<file path="src/hw/rtl/bsl_pkg.sv">
// Shared types and constants for the lower-bound search block.
package bsl_pkg;

  localparam int unsigned VALUE_W  = 32;
  localparam int unsigned INDEX_W  = 10;
  localparam int unsigned RESULT_W = 11;
  localparam int unsigned LEN_W    = 11;

  // Request kinds carried by req_type.
  localparam logic REQ_LOAD  = 1'b0;
  localparam logic REQ_QUERY = 1'b1;

  // Register index decoded from paddr[2].
  localparam logic REG_ARRAY_LENGTH = 1'b0;

  // Commands from the controller to the datapath.
  typedef struct packed {
    logic load;     // write the input value into the table
    logic start;    // open the search interval and capture the target
    logic step;     // compare the probed entry and narrow the interval
    logic publish;  // copy the final position into the result register
  } cmd_t;

  // Status from the datapath to the controller.
  typedef struct packed {
    logic done;     // search interval is empty
  } status_t;

endpackage

</file>
<file path="src/hw/rtl/bsl_ctrl.sv">
// Controller: handshakes and the probe sequencer of the search.
module bsl_ctrl (
  input  logic              clk_i,
  input  logic              rst_ni,
  input  logic              in_valid_i,
  output logic              in_ready_o,
  input  logic              req_type_i,
  output logic              out_valid_o,
  input  logic              out_ready_i,
  input  bsl_pkg::status_t  status_i,
  output bsl_pkg::cmd_t     cmd_o
);

  localparam logic [1:0] S_IDLE = 2'd0;  // waiting for a transaction
  localparam logic [1:0] S_READ = 2'd1;  // memory read of the middle entry in flight
  localparam logic [1:0] S_CMP  = 2'd2;  // read data present, narrow the interval
  localparam logic [1:0] S_FIN  = 2'd3;  // hand the position to the result register

  logic [1:0] state_q, state_d;
  logic       out_valid_q, out_valid_d;
  logic       in_fire;
  logic       slot_free;

  assign in_ready_o = (state_q == S_IDLE);
  assign in_fire    = in_valid_i && in_ready_o;
  assign slot_free  = !out_valid_q || out_ready_i;

  always_comb begin
    state_d       = state_q;
    cmd_o         = '0;
    cmd_o.load    = in_fire && (req_type_i == bsl_pkg::REQ_LOAD);
    cmd_o.start   = in_fire && (req_type_i == bsl_pkg::REQ_QUERY);
    case (state_q)
      S_IDLE: begin
        if (cmd_o.start) begin
          state_d = S_READ;
        end
      end
      S_READ: begin
        state_d = status_i.done ? S_FIN : S_CMP;
      end
      S_CMP: begin
        cmd_o.step = 1'b1;
        state_d    = S_READ;
      end
      S_FIN: begin
        if (slot_free) begin
          cmd_o.publish = 1'b1;
          state_d       = S_IDLE;
        end
      end
      default: begin
        state_d = S_IDLE;
      end
    endcase
  end

  always_comb begin
    out_valid_d = out_valid_q;
    if (cmd_o.publish) begin
      out_valid_d = 1'b1;
    end else if (out_ready_i) begin
      out_valid_d = 1'b0;
    end
  end

  always_ff @(posedge clk_i or negedge rst_ni) begin
    if (!rst_ni) begin
      state_q     <= S_IDLE;
      out_valid_q <= 1'b0;
    end else begin
      state_q     <= state_d;
      out_valid_q <= out_valid_d;
    end
  end

  assign out_valid_o = out_valid_q;

  a_cmp_after_read: assert property (@(posedge clk_i) disable iff (!rst_ni)
    state_q == S_CMP |-> $past(state_q) == S_READ)
    else $error("compare without a preceding memory read");

  a_query_starts_read: assert property (@(posedge clk_i) disable iff (!rst_ni)
    cmd_o.start |=> state_q == S_READ)
    else $error("accepted query did not start a probe");

  a_no_overwrite: assert property (@(posedge clk_i) disable iff (!rst_ni)
    cmd_o.publish |-> (!out_valid_q || out_ready_i))
    else $error("pending result overwritten");

  a_one_cmd: assert property (@(posedge clk_i) disable iff (!rst_ni)
    $onehot0({cmd_o.load, cmd_o.start, cmd_o.step, cmd_o.publish}))
    else $error("conflicting datapath commands");

endmodule

</file>
<file path="config.mk">
export PLATFORM = sky130hd
export DESIGN_NAME = bsl_ctrl
export DESIGN_NICKNAME = d
export VERILOG_FILES = /design/src/hw/rtl/bsl_pkg.sv /design/src/hw/rtl/bsl_ctrl.sv
export SDC_FILE = /design/constraint.sdc
export NUM_CORES = 1
export LEC_CHECK = 0
export CORE_AREA = 2 2 39 41
export DETAILED_ROUTE_END_ITERATION = 12
export DIE_AREA = 0 0 41 43
export DONT_BUFFER_PORTS = 1
export GPL_TIMING_DRIVEN = 0
export HOLD_SLACK_MARGIN = 0.06
export PLACE_DENSITY_LB_ADDON = 0.1
export SLEW_MARGIN = 20
export SYNTH_ARGS = -nofsm -noshare
export SYNTH_HDL_FRONTEND = slang
export SYNTH_SLANG_ARGS = --single-unit
</file>
<file path="constraint.sdc">
create_clock -name clk_i -period 0.9 [get_ports clk_i]
set_input_delay 0.09 -clock clk_i [delete_from_list [all_inputs] [get_ports clk_i]]
set_output_delay 0.09 -clock clk_i [all_outputs]
set_load 0.02 [all_outputs]
</file>
==> impl_results.md, run 1 <==
* Share of cells above drive strength 1 at 87.10%
* F_max at 820.2 MHz
* Via density per instance at 3.851
* WP data required at 0.81 ns
* Slew Limit Fails at 0
* Total global routing track utilization at 7.430%
* Slew HR at 86.57%
* Final Setup Violations at 6
* Cells along the critical path: nor2_4, and3_4
* DR vias at 181
* Cell Rows at 14
* First-pass GRT wire length at 800 um
* CTS Buffer Depth at 2
* Cells after DPL at 33
* Ports at 12
* Startpoint types: flop
* Largest net degree at the start of global routing at 5
* Initial core utilization at 13.11%
* Worst Hold End: state_q[0]$_DFFE_PN0P_
* Root buf cell: clkbuf_4
* GPL Wtd Cong at 0.5555
* CP delay by family, top: simple AND/OR/NAND/NOR gates
* GRT overflow at 0
* Full die area at 1763 um2
* Failing checks: setup timing
* Commonest non-fill, non-tap cell in the layout: buf_4
* # clock sinks at 3
* Endpoints failing hold at 0
* Leakage at 0.0001594 uW
* Crit Path Category: reg -> out
* Critical-path top delay cell: dfrtp_2
* Area leader, netlist: dfrtp_1
* Area contributors post-synth: dfrtp_1, nand2b_4, nor2b_4, nor3_2, and2b_2
* Pre-antenna DRT Iters at 2
* # DRC at 0
* Sequential share of power at 25.3%
* Wire per inst at 10.96 um
* CP peak stage delay at 0.43 ns
* Routed WL at 515 um
* Final Instance Area at 354.1 um2
* Register area share after synthesis at 41.38%
* Flop2flop setup slack at -0.16 ns
* FF-to-FF Start: state_q[0]$_DFFE_PN0P_
* #FFs+latches synth at 3
* Hold Path Depth at 2
* RSZ-0062 raised after global routing: true
* Worst hold start: in_valid_i
* Port bufs at 0
* Final Worst Setup Slack at -0.3192 ns
* CTS Buf Count at 3
* Worst Max-Slew Pin Slew at 0.2010 ns
* Final worst path period share at 135.5%
* Layout fillers at 152
* Crit path DAT at 1.13 ns
* Diodes inserted at 0
* Post-place setup slack at -0.1161 ns
* Post-synth cell types at 14
* Placed standard-cell area at 224.0 um2
* Syn avg cell area at 10.67 um2
* Die Width at 41 um
* Worst Skew at 0.001781 ns
* Die H at 43 um
* Initial antenna violation count at 0
* Net Sw Frac at 40.31%
* Share of the synthesized area in the top cell type at 41.38%
* VDD IR-drop max at 1.119 mV
* Area grow syn2layout at 95.17%
* Number of global-route vias before repair at 207
* Syn nets at 23
* Worst-Skew Late Latency at 0.23 ns
* Critical R2R Capture: state_q[0]$_DFFE_PN0P_
* Non-Filler Instances at 47
* Sequential cell area at 78.83 um2
* Status: finished, violations left
* P_sw at 542.2 uW
* Max Cap Violations at 0
* Crit Path Max Fanout at 3
* DRT iter0 DRCs at 2
* Final min period at 1.219 ns
* Ys Warns at 0
* PwrDens at 3799 nW/um2
* H-tree levels at 1
* Dpl hpwl at 325.4 um
* Mapped Area at 181.4 um2
* Core area at 1384 um2
* P_int at 803.0 uW
* Detail Route Antenna Nets at 0
* CTS tree: done
* Nature of the critical path endpoint: primary output
* Reg2reg path depth at 4
* Share of total power in the clock network at 17.6%
* Hold Crit Class: in -> reg
* Most frequent cells in the layout: buf_4, clkbuf_4, dfrtp_2
* Cells after Synth at 17
* Worst path bufs/invs at 0
* Gate power share at 57.1%
* Clock slew at reported path FFs at 0.04 ns
* Multi-input gate area at 137.6 um2
* NumNets Final at 38
-- registers in the layout, indices dropped and copies added, names as in the netlist --
name and cells:
state_q 2, out_valid_o 1
-- worst register-to-register path, delay by kind of cell (launching register included) --
kind,cells,cell delay (ns)
DFF,1,0.43
and+or+nand+nor,1,0.07
buffers and inverters,2,0.29
AOI/OAI and AO/OA,1,0.17
-- synth_stat cells (all sizes together) --
master  number
dfrtp        3
nand2        3
nor2         2
a211oi       1
a21boi       1
and2b        1
and3         1
buf          1
nand2b       1
nor2b        1
nor3         1
nor3b        1
-- final cells by class --
class / count / share of cell area, %
clock buffer: 4 / 7.420
buffer: 1 / 3.180
sequential: 3 / 22.26
multi-input combinational: 13 / 38.87
timing repair buffer: 10 / 22.61
tap: 16 / 5.654
-- worst max-delay path by stage --
stage | start | end | cells past startpoint
floorplan | state_q[1]$_DFFE_PN0P_ | cmd_o[3] | 3
global placement | state_q[1]$_DFFE_PN0P_ | cmd_o[3] | 3
detailed placement | state_q[1]$_DFFE_PN0P_ | cmd_o[3] | 3
CTS | state_q[0]$_DFFE_PN0P_ | cmd_o[2] | 2
global route | state_q[0]$_DFFE_PN0P_ | cmd_o[2] | 2
finish | state_q[0]$_DFFE_PN0P_ | cmd_o[2] | 2
-- cells by family (layout without fill, tap and decap cells) --
family | Yosys count | count (layout) | synth area share, %
AO/OA/AOI/OAI | 2 | 2 | 8.279
AND/OR/NAND/NOR | 11 | 11 | 46.21
flip-flops | 3 | 3 | 41.38
buffers and inverters | 1 | 15 | 4.139
-- metal layers --
| metal | GRT usage (%) | vias to the layer above | routed length [um] |
|---|---|---|---|
| met4 | 8.000 | 0 | 0 |
| met5 | 0 | - | 0 |
| met1 | 6.431 | 86 | 177 |
| met2 | 10.63 | 10 | 277 |
| li1 | - | 85 | - |
| met3 | 4.188 | 0 | 60 |
-- timing repair --
item | CTS | global route
gates resized for setup | 4 | 3
setup endpoints to repair | 6 | 7
hold endpoints to repair | 4 | 0
hold buffers | 2 | 0
pin swaps | 4 | 0
buffers inserted | 7 | 1
-- metrics by stage --
stage | power [uW] | hold WS [ns] | TNS, ns | util, %
2_1_floorplan | 715.5 | -0.2056 | -0.1338 | -
3_3_place_gp | 775.1 | -0.2055 | -0.3170 | 16.18
3_5_place_dp | 781.5 | -0.2055 | -0.3454 | 16.18
4_1_cts | 1310 | 0.09055 | -1.465 | 24.41
5_1_grt | 1446 | 0.1120 | -1.635 | 25.59
6_report | 1345 | 0.08881 | -1.356 | 25.59
-- power by group through the flow --
| stage | sequential [uW] | clock [uW] | combinational, uW |
|---|---|---|---|
| after floorplan | 336 | 0 | 379 |
| after global placement | 363 | 0 | 412 |
| after detailed placement | 369 | 0 | 412 |
| after CTS | 357 | 250 | 704 |
| after global routing | 354 | 264 | 827 |
| final | 341 | 236 | 768 |
(Power assumes the default switching activity.)
==> run 2, diff against run 1 <==
clock period = 1.4 ns   (was 0.9 ns; I/O delays follow)
==> impl_results.md, run 2 (synthesis gave the netlist of run 1 again) <==
* Status: complete, no violations
* Die H at 43 um (unchanged)
* Number of global-route vias before repair at 152 (-27%)
* Die Width at 41 um (unchanged)
* Diodes inserted at 0 (unchanged)
* Critical-path top delay cell: dfrtp_1
* # clock sinks at 3 (unchanged)
* Ports at 12 (unchanged)
* Final Power at 631.1 uW (-53%)
* Hold Crit Class: in -> reg
* Detail Route Antenna Nets at 0 (unchanged)
* Worst Skew at 0.005833 ns (+0.004052 ns)
* Cell Rows at 14 (unchanged)
* CTS Buffer Depth at 2 (unchanged)
* Startpoint types: flop
* Most frequent cells in the layout: clkbuf_4, dfrtp_1, nand2_1, dlygate4sd3_1
* Leakage at 0.0001140 uW (-29%)
* CTS Buf Count at 3 (unchanged)
* Wire per inst at 10.13 um (-7.6%)
* Clock slew at reported path FFs at 0.04 ns (about the same)
* # DRC at 0 (unchanged)
* Total global routing track utilization at 6.713% (-0.72 points)
* Max reg flops at 2 (unchanged)
* Pre-antenna DRT Iters at 1 (-1)
* H-tree levels at 1 (unchanged)
* Crit Path Category: reg -> out
* Crit path DAT at 1.21 ns (+0.08 ns)
* Nature of the critical path endpoint: primary output
* VDD IR-drop max at 0.5998 mV (-46%)
* Slew Limit Fails at 0 (unchanged)
* GPL Wtd Cong at 0.5468 (-1.6%)
* Initial antenna violation count at 0 (unchanged)
* RSZ-0062 raised after global routing: false
* Worst-Skew Late Latency at 0.24 ns (about the same)
* Full die area at 1763 um2 (unchanged)
* Largest net degree at the start of global routing at 7 (+2)
* Routed WL at 395 um (-23%)
* Share of cells above drive strength 1 at 52.17% (-35 points)
* GRT overflow at 0 (unchanged)
* Worst Max-Slew Pin Slew at 0.2672 ns (+0.06621 ns)
* Cells along the critical path: nor2_4, nand2_1, nor2_2
* Endpoints failing hold at 0 (unchanged)
* F_max at 743.1 MHz
* Final min period at 1.346 ns
* Final worst path period share at 96.12%
* WP data required at 1.26 ns (+0.45 ns)
* Non-Filler Instances at 39 (-17%)
* Final Setup Violations at 0 (-6)
* Reg with most FFs: state_q
* Cells after DPL at 33 (unchanged)
* NumNets Final at 30 (-21%)
* Initial core utilization at 13.11% (unchanged)
* Max Cap Violations at 0 (unchanged)
* Setup TNS at 0 ns (+1.356 ns)
* CTS tree: done
* Port bufs at 0 (unchanged)
* Crit Path Max Fanout at 6 (+3)
* DR vias at 149 (-18%)
* Via density per instance at 3.821 (-0.79%)
* Area grow syn2layout at 41.38%
* CP peak stage delay at 0.45 ns (+0.02 ns)
* DRT iter0 DRCs at 0 (-2)
* Slew HR at 82.08% (-4.5 points)
* PwrDens at 2461 nW/um2 (-35%)
* Root buf cell: clkbuf_4
* Core area at 1384 um2 (unchanged)
* First-pass GRT wire length at 627 um (-22%)
run 2: changes by cell type in the layout (fill, tap and decap cells not counted), sizes merged:
cell	before	now
buf	9	1
run 2: area by class of cell:
cell class                 instances  area (um2)
buffer                             1       7.507
fill                             156        1127
tap                               16       20.02
timing repair buffer               2       20.02
sequential                         3       75.07
clock buffer                       4       26.28
multi-input combinational         13       107.6
run 2: final timing paths:
kind	start	to	slack, ns	cells past startpoint
worst max register to register	state_q[0]$_DFFE_PN0P_	state_q[0]$_DFFE_PN0P_	0.46	2
min in group asynchronous	rst_ni	out_valid_o$_DFFE_PN0P_	0.16	1
max in group asynchronous	rst_ni	state_q[1]$_DFFE_PN0P_	1.09	1
worst max-delay path	state_q[0]$_DFFE_PN0P_	cmd_o[3]	0.05	3
worst min register to register	state_q[1]$_DFFE_PN0P_	state_q[1]$_DFFE_PN0P_	0.65	1
worst min-delay path	out_ready_i	out_valid_o$_DFFE_PN0P_	0.09	2
run 2: per-layer routing:
metal,GRT usage [%],wire length [um],vias up,part of all wire (%)
met5,0,0,-,0
met4,12.00,19,0,4.8
met3,3.141,36,2,9.1
met2,6.250,167,11,42
met1,7.348,172,67,44
li1,-,-,69,-
run 2: stage by stage:
stage          cell area [um2]  hold WS, ns  util, %  setup slack [ns]
2_1_floorplan            181.4      -0.1556        -            0.2122
3_3_place_gp             201.4      -0.1555    14.56            0.1263
3_5_place_dp             201.4      -0.1555    14.56            0.1526
4_1_cts                  255.2      0.08421    18.44           0.03392
5_1_grt                  256.5      0.09061    18.54          0.005049
6_report                 256.5      0.09101    18.54           0.05435
run 2: report_power, final:
part	internal (uW)	total (uW)	switching, uW
clock network	107	157	50.0
registers	130	222	92.0
logic	113	252	139
total	350	631	281
run 2: what timing repair did:
| action | in CTS | in global routing |
|---|---|---|
| hold buffers | 2 | 0 |
| hold endpoints to repair | 4 | 0 |
| endpoints found under the setup margin | 2 | 1 |
| resized for setup | 2 | 1 |
| buffers inserted | 0 | 0 |
run 2: worst max-delay path: cells and delay by family (launching register included):
kind             cells  cell delay [ns]
flip-flops           1             0.45
AND/OR/NAND/NOR      3             0.52
